[src/rtl/core/pli_ram.sv]
// generic simple dual port ram with registered read
module pli_ram #(
    parameter int unsigned WIDTH = 64,
    parameter int unsigned DEPTH = 64
) (
    input  logic                     i_clk,
    input  logic                     i_we,
    input  logic [$clog2(DEPTH)-1:0] i_waddr,
    input  logic [WIDTH-1:0]         i_wdata,
    input  logic [$clog2(DEPTH)-1:0] i_raddr,
    output logic [WIDTH-1:0]         o_rdata
);

    logic [WIDTH-1:0] r_mem [DEPTH];
    logic [WIDTH-1:0] r_rdata;

    always_ff @(posedge i_clk) begin
        if (i_we) begin
            r_mem[i_waddr] <= i_wdata;
        end
        r_rdata <= r_mem[i_raddr];
    end

    assign o_rdata = r_rdata;

endmodule

[config.mk]
export PLATFORM = sky130hd
export DESIGN_NAME = pli_ram
export DESIGN_NICKNAME = d
export VERILOG_FILES = /design/src/rtl/core/pli_ram.sv
export SDC_FILE = /design/constraint.sdc
export NUM_CORES = 2
export LEC_CHECK = 0
export BUFFER_PORTS_ARGS = -buffer_cell sky130_fd_sc_hd__buf_2
export CAP_MARGIN = 20
export CORE_MARGIN = 5
export CORE_UTILIZATION = 50
export CTS_BUF_LIST = sky130_fd_sc_hd__clkbuf_8
export DETAILED_ROUTE_END_ITERATION = 10
export GPL_TIMING_DRIVEN = 0
export PLACE_DENSITY = 0.68
export SLEW_MARGIN = 10
export SYNTH_ARGS = -nofsm -noshare
export SYNTH_HDL_FRONTEND = slang
export SYNTH_SLANG_ARGS = --single-unit
[constraint.sdc]
create_clock -name i_clk -period 6.95 [get_ports i_clk]
set_input_delay 1.7375 -clock i_clk [delete_from_list [all_inputs] [get_ports i_clk]]
set_output_delay 1.7375 -clock i_clk [all_outputs]
set_load 0.03 [all_outputs]
# Word-level counts from Yosys, hierarchy flattened
# Memories as Yosys holds them, arrays and structs flattened. A register that Yosys moved wholly into a read port is not among the register bits.
# Index checks and enable logic that the tools add are counted.
# op_classes
n_mux,2
# ops
op,count
1-bit 2-to-1 mux,2
# word_totals
regBits,0
mem_bits_rw,4096
out_inout_bits,64
wordCells,3
mem_count,1
# mem_list
memory,words,word_bits,read_ports,rd_ports_with_merged_regs,write_ports,line,text
r_mem,64,64,1,1,1,14,logic [WIDTH-1:0] r_mem [DEPTH];

# Depth between registers and ports, before layout
# depth
word_depth,2
depth_mapped,9

# Worst setup path before layout
# OpenSTA, ideal clock, no wires.
# synth_timing
kind,in2reg
startpoint,in i_waddr[3]
endpoint,mem r_mem[48][0] (enable)
setup_time_ns,0.564
t_arrival_ns,6.609
t_required_ns,6.386
path_slack_ns,-0.223
cell_stages,4
cell_sequence,clkbuf_1 -> nor2b_1 -> nand4b_1 -> nor3_1
# synth_rtl
element,line,text
from (decl),8,"input logic [$clog2(DEPTH)-1:0] i_waddr,"
to (decl),14,
# No word-level cell before the write port.

==> results.txt <==
Starting Density - 0.502
first-pass GRT wire length - 591 mm
Setup-failing EPs final - 0
CTS tree - done
register area share after synthesis - 0.795
Die Ht - 569 um
DR WL met2 - 199 mm
Post-CTS Setup Inserts - 0
clock skew - 0.0643 ns
vias in the first global route - 79,100
post-layout util - 0.576
Reg power frac - 0.562
HP Class - reg -> reg
status - completed
Final HPWL DP - 279 mm
vias - 77,900
crit end category - register
clk root buf - clkbuf_8
Max Fclk - 202 MHz
Slew HR - 0.169
Power Dens Cells - 276 mW/mm2
die area - 0.324 mm2
Mapped Cells - 6,598
clk_lat worst skew - 1.08 ns
logic gate share of total power - 0.058
Final Hold Fails - 0
DR top layer - met5
CTS max path bufs - 4
Syn Nets - 6,676
initial antenna violation count - 37
IO Port Bufs - 133
met1 WL - 154 mm
Layout area overhead - 14.9%
Iter 0 DRT Violations - 11,200
Switching Share - 0.230
Clk pin slew, worst setup/hold paths - 0.06 ns
final setup TNS - 0 ns
multi-input logic area - 0.0307 mm2
GRT Util Overall - 0.258
nets@finish - 7,703
fin crit share - 0.711
GPL Wtd Cong - 0.832
LEAKAGE - 57.1 nW
H-tree levels - 6
DRC - 0
post-synthesis cell type count - 33
Worst EP required - 7.81 ns
max_cap viols - 0
fillers - 21,900
met3 WL post-DR - 49.0 mm
Hold Slack - 0.924 ns
Core Rows - 205
I/O pins - 142
critical path arrival - 5.80 ns
WL final - 422 mm
Mapped Area - 0.156 mm2
share of the synthesized area in the top cell type - 0.787
CTS resizes - 0
flip-flop and latch count after synthesis - 4,160
GRT overflow - 0
Die X - 569 um
share of layout cells above drive strength 1 - 0.308
vias per std cell - 6.34
Max Transition Viols Final - 0
clk sinks - 4,160
Sequential cell area - 0.124 mm2
TritonCTS buffer count - 638
Worst IR Drop VDD - 0.000162 V
Worst Setup SP - i_raddr[2]
Worst setup SP type - primary input
WL/cell - 34.4 um
largest net degree at the start of global routing - 65
Critical R2R Launch - r_mem[55][51]
YS warnings - 0
crit-path max FO - 10
Setup CP Type - in -> reg
DRT antenna net count - 0
Int Power - 38.1 mW
Yosys top cell by area - edfxtp_1
min-delay src - r_mem[55][28]
Mapped Avg Cell Area - 23.7 um2
Least-Margin Pin Slew - 1.23 ns
clock share of power - 0.380
synth top area cells - edfxtp_1, mux4_2, mux2i_1
total chip power - 49.5 mW
RSZ-0062 raised after global routing - no
post-layout min period - 4.94 ns
TritonRoute pass-1 iters - 6
Post-CTS Hold Buffers - 0
Net Switching - 11.4 mW
core area - 0.312 mm2
cell families (layout without fill, tap and decap cells):
logic type	count (synthesis)	after routing	share of synthesized area
flops	4160	4160	0.795
mux	1159	1159	0.156
compound gates	504	504	0.0248
buf+inv	389	1922	0.0118
simple gates	386	386	0.0124
other cells	0	20	0
synth_stat cells (all sizes together):
| cell type | instances |
|---|---|
| mux2i | 135 |
| clkbuf | 140 |
| edfxtp | 4096 |
| a31oi | 18 |
| or2 | 28 |
| buf | 230 |
| nand3 | 45 |
| a22oi | 168 |
| o221ai | 38 |
| dfxtp | 64 |
| a211oi | 63 |
| nand2 | 58 |
| nor2b | 28 |
| nor3 | 2 |
| and3 | 64 |
| inv | 19 |
| a2bb2oi | 19 |
| nand3b | 2 |
| nand2b | 11 |
| a31o | 1 |
| a22o | 88 |
| o22ai | 83 |
| nor2 | 112 |
| mux4 | 1024 |
| or3 | 29 |
| or3b | 1 |
| and2 | 3 |
| a41oi | 26 |
| nand4b | 1 |
| nand4 | 2 |
worst max-delay path: stages:
cell and delay [ns]:
buf_2 0.21, buf_4 0.27, buf_2 0.49, buf_2 0.69, buf_4 0.38, mux2i_1 0.13, o22ai_1 0.62, a31oi_1 0.31
a211oi_1 0.87
cell type report:
cell class / count / area share
Antenna cell: 20 / 0.000279
Buffer: 370 / 0.00992
Clock buffer: 666 / 0.0510
Clock inverter: 480 / 0.0139
Inverter: 19 / 0.000397
Multi-Input combinational cell: 2049 / 0.171
Sequential cell: 4160 / 0.692
Tap cell: 4140 / 0.0288
Timing Repair Buffer: 387 / 0.0328
final timing paths:
path                       to  slack (ns)  cells after the start
setup / recovery   o_rdata[6]        2.01                      9
hold / removal    o_rdata[28]        0.92                      4
setup reg to reg  o_rdata[51]        4.13                      5
hold reg to reg   o_rdata[28]        0.92                      4
per-layer routing:
| layer | global-route usage | vias to the layer above |
|---|---|---|
| met5 | 0 | - |
| met2 | 0.402 | 5046 |
| li1 | - | 30700 |
| met4 | 0.110 | 14 |
| met3 | 0.0662 | 865 |
| met1 | 0.352 | 41300 |
stage by stage:
stage	std cells	worst slack (ns)	cell area, um2
floorplan	6598	1.18	156000
global placement	10900	-2.91	162000
detailed placement	11100	1.02	167000
CTS	12200	2.19	179000
global route	12300	2.16	180000
finish	12300	2.01	180000
placed cells by master (no fill, tap or decap), types with 10 or more instances in the layout:
cell	count
a211oi_1	63
a22o_1	88
a22oi_1	168
a2bb2oi_1	19
a31oi_1	18
a41oi_1	25
and3_1	64
buf_1	19
buf_12	207
buf_16	30
buf_2	282
buf_4	63
buf_8	10
bufinv_16	12
clkbuf_1	134
clkbuf_8	666
clkinv_1	150
clkinv_2	55
clkinvlp_4	16
dfxtp_1	64
diode_2	20
edfxtp_1	4096
inv_1	234
inv_6	13
mux2i_1	135
mux4_2	1024
nand2_1	58
nand2b_1	11
nand3_1	45
nor2_1	49
nor2_4	62
nor2b_1	28
o221ai_1	38
o22ai_1	83
or2_2	28
or3_1	29
flip-flops by register name, summed over array words and instances (netlist names):
signal	cells
o_rdata	64
r_mem	4096
power by group through the flow:
| stage | combinational, mW | clock (mW) | sequential [mW] |
|---|---|---|---|
| after floorplan | 1.29 | 0 | 28.5 |
| after global placement | 2.64 | 0 | 28.4 |
| after detailed placement | 2.78 | 0 | 28.4 |
| after CTS | 2.78 | 19.0 | 27.8 |
| after global routing | 2.97 | 20.3 | 27.8 |
| final | 2.85 | 18.8 | 27.8 |
Power figures use the tool's default switching activity.
