File: config.mk
export PLATFORM = sky130hd
export DESIGN_NAME = pli_muldiv
export DESIGN_NICKNAME = d
export VERILOG_FILES = /design/src/rtl/core/pli_pkg.sv /design/src/rtl/core/pli_muldiv.sv
export SDC_FILE = /design/constraint.sdc
export NUM_CORES = 2
export LEC_CHECK = 0
export ABC_AREA = 1
export CORE_ASPECT_RATIO = 1.2
export CORE_MARGIN = 3
export CORE_UTILIZATION = 55
export CTS_BUF_LIST = sky130_fd_sc_hd__clkbuf_4
export CTS_CLUSTER_DIAMETER = 120
export DETAILED_ROUTE_END_ITERATION = 8
export DONT_BUFFER_PORTS = 1
export PLACE_DENSITY = 0.78
export SLEW_MARGIN = 20
export SYNTH_ARGS = -nofsm -noshare
export SYNTH_HDL_FRONTEND = slang
export SYNTH_SLANG_ARGS = --single-unit
File: constraint.sdc
create_clock -name i_clk -period 12.8 [get_ports i_clk]
set_input_delay 2.56 -clock i_clk [delete_from_list [all_inputs] [get_ports i_clk]]
set_output_delay 2.56 -clock i_clk [all_outputs]
set_load 0.005 [all_outputs]
File: src/rtl/core/pli_pkg.sv
// shared types and constants for the piecewise linear interpolator
package pli_pkg;

    typedef enum logic [1:0] {
        OP_CLEAR  = 2'd0,
        OP_INSERT = 2'd1,
        OP_QUERY  = 2'd2,
        OP_NOP    = 2'd3
    } t_op;

    typedef enum logic [1:0] {
        ST_OK   = 2'd0,
        ST_FEW  = 2'd1,
        ST_FULL = 2'd2
    } t_status;

    typedef enum logic [3:0] {
        S_IDLE,
        S_INS_RD,
        S_INS_CMP,
        S_INS_NEW,
        S_SH_RD,
        S_SH_WR,
        S_QRY_RD,
        S_QRY_CMP,
        S_SEG0,
        S_SEG1,
        S_SEG2,
        S_CALC,
        S_DONE
    } t_state;

    typedef enum logic [1:0] {
        MD_IDLE,
        MD_MUL,
        MD_DIV,
        MD_FIN
    } t_md_state;

    localparam int unsigned MIN_SEG_POINTS = 2;

endpackage

File: src/rtl/core/pli_muldiv.sv
// segment arithmetic: full product, bit-serial restoring divide, saturation
module pli_muldiv
    import pli_pkg::*;
(
    input  logic               i_clk,
    input  logic               i_rst_n,
    input  logic               i_start,
    input  logic signed [32:0] i_dx,
    input  logic signed [32:0] i_dy,
    input  logic [31:0]        i_den,
    input  logic signed [31:0] i_y0,
    output logic               o_done,
    output logic signed [31:0] o_y
);

    t_md_state          r_st, n_st;
    logic               r_neg, n_neg;
    logic [31:0]        r_ma, n_ma, r_mb, n_mb, r_den, n_den, r_rem, n_rem;
    logic [63:0]        r_quo, n_quo;
    logic signed [31:0] r_y0, n_y0, r_y, n_y;
    logic [5:0]         r_cnt, n_cnt;
    logic               r_done, n_done;

    logic [32:0]        abs_dx, abs_dy, t, sub;
    logic               ge, big;
    logic [40:0]        mag, sq;
    logic [41:0]        sum;

    always_ff @(posedge i_clk) begin
        if (!i_rst_n) begin
            r_st   <= MD_IDLE;
            r_done <= 1'b0;
        end else begin
            r_st   <= n_st;
            r_done <= n_done;
        end
        r_neg <= n_neg;
        r_ma  <= n_ma;
        r_mb  <= n_mb;
        r_den <= n_den;
        r_rem <= n_rem;
        r_quo <= n_quo;
        r_y0  <= n_y0;
        r_y   <= n_y;
        r_cnt <= n_cnt;
    end

    always_comb begin
        n_st   = r_st;
        n_neg  = r_neg;
        n_ma   = r_ma;
        n_mb   = r_mb;
        n_den  = r_den;
        n_rem  = r_rem;
        n_quo  = r_quo;
        n_y0   = r_y0;
        n_y    = r_y;
        n_cnt  = r_cnt;
        n_done = 1'b0;

        abs_dx = i_dx[32] ? 33'(-i_dx) : 33'(i_dx);
        abs_dy = i_dy[32] ? 33'(-i_dy) : 33'(i_dy);
        t      = {r_rem, r_quo[63]};
        sub    = t - {1'b0, r_den};
        ge     = (t >= {1'b0, r_den});
        big    = |r_quo[63:40];
        mag    = {1'b0, r_quo[39:0]};
        sq     = r_neg ? 41'(-mag) : mag;
        sum    = {{10{r_y0[31]}}, r_y0} + {sq[40], sq};

        unique case (r_st)
            MD_IDLE: begin
                if (i_start) begin
                    n_neg = i_dx[32] ^ i_dy[32];
                    n_ma  = abs_dx[31:0];
                    n_mb  = abs_dy[31:0];
                    n_den = i_den;
                    n_y0  = i_y0;
                    n_st  = MD_MUL;
                end
            end
            MD_MUL: begin
                n_quo = r_ma * r_mb;
                n_rem = '0;
                n_cnt = '0;
                n_st  = MD_DIV;
            end
            MD_DIV: begin
                n_rem = ge ? sub[31:0] : t[31:0];
                n_quo = {r_quo[62:0], ge};
                n_cnt = r_cnt + 6'd1;
                if (r_cnt == 6'd63) begin
                    n_st = MD_FIN;
                end
            end
            MD_FIN: begin
                if (big) begin
                    n_y = r_neg ? 32'sh8000_0000 : 32'sh7fff_ffff;
                end else if (sum[41:31] == '0 || sum[41:31] == '1) begin
                    n_y = sum[31:0];
                end else begin
                    n_y = sum[41] ? 32'sh8000_0000 : 32'sh7fff_ffff;
                end
                n_done = 1'b1;
                n_st   = MD_IDLE;
            end
            default: n_st = MD_IDLE;
        endcase
    end

    assign o_done = r_done;
    assign o_y    = r_y;

endmodule

* After elaboration in Yosys (flattened, before gate mapping) *
Index checks and enable logic that the tools add are counted.

word-level totals
  register bits = 266
  bits of input ports = 133
  output and inout bits = 33
  logic and storage cells = 49

operators by class
  add/sub/neg operators = 6
  $mul = 1
  order comparisons = 1
  eq/ne operators = 7
  multiplexer cells = 15
  bitwise operators = 1
  reduce and logical (&&, ||, !) cells = 7

operators by type and width
  kind                    number
  $mux W32                7
  $pmux W64 S2            1
  $mul A32 B32 Y64        1
  $neg A32 Y32            2
  $pmux W32 S2            1
  $add A32 B41 Y42        1
  $mux W41                1
  $neg A40 Y41            1
  $ge A33 B32 Y1          1
  $sub A32 B32 Y32        1
  $reduce_or A24 Y1       1
  $pmux W6 S2             1
  $eq A11 B11 Y1 const B  1
  $logic_not A11 Y1       1
  $pmux W2 S4             1
  $add A6 B1 Y6 const B   1
  $eq A6 B6 Y1 const B    1
  $eq A2 B2 Y1 const B    2
  $mux W2                 2
  $ne A2 B2 Y1 const B    2
  $reduce_and A2 Y1       2
  $eq A2 B1 Y1 const B    1
  $logic_not A2 Y1        1
  $reduce_bool A2 Y1      1
  other kinds (3)         3

* Depth between registers and ports, before layout *
  depth in word-level cells = 7
  gate-level depth with buffers = 33
  depth with buffers taken out = 32

* Least setup slack after synthesis *
OpenSTA, ideal clock, no wires.

  path kind = register to register
  from = register r_mb[8]
  to = register r_quo[51] (data pin)
  setup time = 268 ps
  data arrival time = 6442 ps
  data required time = 12532 ps
  slack = 6090 ps
  stages on the path, launching flop included = 27
  path buffers = 1
  period minus slack after synthesis = 6710 ps
  path through = edfxtp_1 clkbuf_1 nand2_1 inv_1 fa_1 fa_1 inv_1 fa_1 fa_1 inv_1 fa_1 fa_1 fa_1 inv_1 fa_1 inv_1 ha_1 a21o_1 a21oi_1 inv_1 a21oi_1 o21ai_0 nand2_1 nand3_1 or2_2 nand3_1 o21ai_0

between the ends
  cells in the longest elaborated chain, start to end = 2

ends and longest elaborated chain
  element                   line              text
  start: declaration        pli_muldiv.sv:18  logic [31:0] r_ma, n_ma, r_mb, n_mb, r_den, n_den, r_rem, n_rem;
  start signal: assignment  pli_muldiv.sv:39  r_mb <= n_mb;
  $mul A32 B32 Y64          pli_muldiv.sv:83  n_quo = r_ma * r_mb;
  $pmux W64 S2              pli_muldiv.sv:71  unique case (r_st)
  via n_quo[51]             pli_muldiv.sv:19  logic [63:0] r_quo, n_quo;
  end signal: assignment    pli_muldiv.sv:42  r_quo <= n_quo;
  end: declaration          pli_muldiv.sv:19

The timed path passes the listed nets, and every way through them passes these cells.
A chain may end at the register's enable or synchronous reset.

* Worst setup path after layout *
  from = register r_ma[15]
  to = register r_quo[37] (data pin)

between the ends
  cells in the longest elaborated chain, start to end = 2

ends and longest elaborated chain
  element                   line              text
  start: declaration        pli_muldiv.sv:18
  start signal: assignment  pli_muldiv.sv:38  r_ma <= n_ma;
  $mul A32 B32 Y64          pli_muldiv.sv:83
  $pmux W64 S2              pli_muldiv.sv:71
  via n_quo[37]             pli_muldiv.sv:19

The timed path passes the listed nets, and every way through them passes these cells.

==> metrics.yaml <==
sta:
  maxSlewHeadroom_pct: 31.92
  period_needed_ns: 8.016
  drv_slew: 0
  finalCritPeriodShare_pct: 62.63
  max_freq_ghz: 0.1247
  worstMarginPinSlew_ns: 1.021
  finalSetupTns_ns: 0
  final.setup_skew_ns: 0.07082
  setup_viol: 0
  rsz0062_at_grt: "false"
  final_hold_viol_count: 0
critical_path:
  regToRegSetupSlack_ns: 4.78
  worstSetupStartpointType: "flip-flop"
  crit_path_end: "r_quo[37]"
  critPathKind: "reg2reg"
  end_kind: "flip-flop"
  r2r_start: "r_ma[15]"
  crit_start: "r_ma[15]"
  rr_worst_depth: 26
  cp_max_fo: 32
  arrival_ns: 8.61
  cp.required_ns: 13.39
  r2r_end: "r_quo[37]"
yosys:
  ys.flop_type: "edfxtp_1"
  syn-instance-count: 6684
  synthArstFlopShare_pct: 0
  syn_area_per_cell_um2: 7.781
  syn_nets: 8059
  ys_seq_area_share_pct: 15.30
  yosysTopAreaCellShare_pct: 34.57
  ys_top_cells_by_area: "fa_1 35%, edfxtp_1 15%, nand2_1 13%"
  yosys_warnings: 0
  syn_area_um2: 52000
  synth.distinct_cells: 50
  yosys-top-cells-count: "1828 x nand2_1, 1824 x inv_1, 898 x fa_1"
  synth-edff-count: 263
  ys_ff_latch: 266
  synth_most_common_cell: "nand2_1"
  yosysTopAreaCell: "fa_1"
outcome:
  status: "finished, final reports clean"
routing:
  drtIter0Drc: 3377
  wl_per_cell_um: 18.71
  via_per_inst: 5.366
  routed_wl_um: 147700
  drt-pass1-iter-count: 9
  vias: 42350
  ant_nets: 0
  drc: 0
floorplan:
  core_area_um2: 92960
  die_y_um: 342.8
  ios: 166
  num_rows: 122
  start_util_pct: 55.94
  die_w_um: 286.7
  die_area_um2: 98300
global_routing:
  grt_pass1_vias: 45770
  grt_pass1_wl_um: 234900
  grt.total_usage_pct: 30.69
  antenna_found_initial: 3
  grt.overflow.total: 0
  grt_max_degree: 101
place:
  gp_congestion: 0.9755
  dp_hpwl_um: 113400
  io_buffers: 0
clock_network:
  cts_tree: "built"
  root_buffer: "clkbuf_4"
  numCtsBuffers: 75
  ctsHoldBuffers: 0
  cts.sinks: 266
  clkLatencyLatePin_ns: 0.91
  postCtsSetupBuffers: 0
  clock_path_buffers: 3
  ctsResizeCount: 0
  htreeDepth: 3
  path_clk_slew_ns: 0.08
min_path:
  hp-class: "reg2reg"
final_layout:
  drive_gt1_share_pct: 4.153
  finalNetCount: 7966
  syn_to_final_growth_pct: 4.309
run:
  max_cap_viol_count: 0
[registers in the layout, indices dropped and copies added (netlist names)]
| signal | cells |
|---|---|
| o_done | 1 |
| o_y | 32 |
| r_cnt | 6 |
| r_den | 32 |
| r_ma | 32 |
| r_mb | 32 |
| r_neg | 1 |
| r_quo | 64 |
| r_rem | 32 |
| r_st | 2 |
| r_y0 | 32 |
[cell usage in the layout (no fill, tap or decap), drive strengths merged, types with 26 or more instances in the layout]
cell type / count
a21oi: 193
a31oi: 35
buf: 70
clkbuf: 97
clkinv: 26
edfxtp: 263
fa: 898
ha: 344
inv: 1830
nand2: 1839
nand3: 174
nor2: 316
nor3: 47
o21ai: 173
or2: 41
xnor2: 48
xor2: 118
[per-stage QoR]
stage / hold WS [ns] / instances / instance area (um2) / setup WS, ns / util [%]
2_1_floorplan: 0.4897 / 6684 / 52000 / 6.090 / -
4_1_cts: 0.5125 / 7885 / 54230 / 4.923 / 58.33
5_1_grt: 0.5662 / 7889 / 54240 / 4.533 / 58.34
3_5_place_dp: 0.5510 / 7754 / 53160 / 4.935 / 57.18
3_3_place_gp: 0.5407 / 7754 / 53160 / 4.961 / 57.18
6_report: 0.5333 / 7892 / 54250 / 4.784 / 58.35
[logic make-up (layout without fill, tap and decap cells)]
family | count (synthesis) | in the layout | synth area share [%]
AND/OR/NAND/NOR | 2478 | 2478 | 19.14
buffers and inverters | 2071 | 2032 | 15.03
AO/OA/AOI/OAI | 461 | 461 | 4.882
other | 0 | 7 | 0
adder cells (fa/ha/maj) | 1242 | 1242 | 42.84
XOR/XNOR | 166 | 166 | 2.796
flip-flops | 266 | 266 | 15.30
[final cells by class]
type | count | area (um2)
diodes | 7 | 17.52
clock buffers | 97 | 728.2
clock inverters | 34 | 342.8
fillers | 8277 | 38720
inverters | 1831 | 6879
multi-input cells | 4347 | 36240
flip-flops and latches | 266 | 7958
well taps | 1240 | 1551
repair buffers | 70 | 525.5
[routing by layer]
| layer | vias up | share of wire, % | GRT usage [%] |
|---|---|---|---|
| li1 | 19410 | - | - |
| met1 | 20150 | 36 | 36.11 |
| met2 | 2174 | 48 | 52.17 |
| met3 | 613 | 9.2 | 6.724 |
| met4 | 2 | 6.5 | 17.14 |
| met5 | - | 0.081 | 0 |
[worst max-delay path: stages (launching register included)]
cell and delay [ns]:
edfxtp_1 0.33, buf_4 0.48, nand2_1 0.10, inv_1 0.10, fa_1 0.44, fa_1 0.55
inv_1 0.05, fa_1 0.51, fa_1 0.52, inv_1 0.06, fa_1 0.51, fa_1 0.50
fa_1 0.47, fa_1 0.51, ha_1 0.45, nand2_1 0.14, nor2_1 0.15, inv_1 0.10
nor2_1 0.11, inv_1 0.05, nor3_1 0.60, a21oi_1 0.15, inv_1 0.23, a31oi_1 0.18
or2_2 0.30, nand3_1 0.07, o21ai_0 0.09
[worst min-delay path by stage]
| stage | end | cells after the start | startpoint | slack (ns) |
|---|---|---|---|---|
| 2_1_floorplan | r_st[1] | 2 | r_st[1] | 0.49 |
| 3_3_place_gp | r_quo[46] | 2 | r_quo[45] | 0.54 |
| 3_5_place_dp | r_quo[43] | 2 | r_quo[42] | 0.55 |
| 4_1_cts | r_rem[31] | 2 | r_rem[30] | 0.51 |
| 5_1_grt | r_quo[58] | 2 | r_quo[57] | 0.57 |
| 6_report | r_rem[31] | 2 | r_rem[30] | 0.53 |
Power is left out: the tool's default activity adds up to more than one toggle a clock period on the data nets, which glitch-free logic cannot reach.
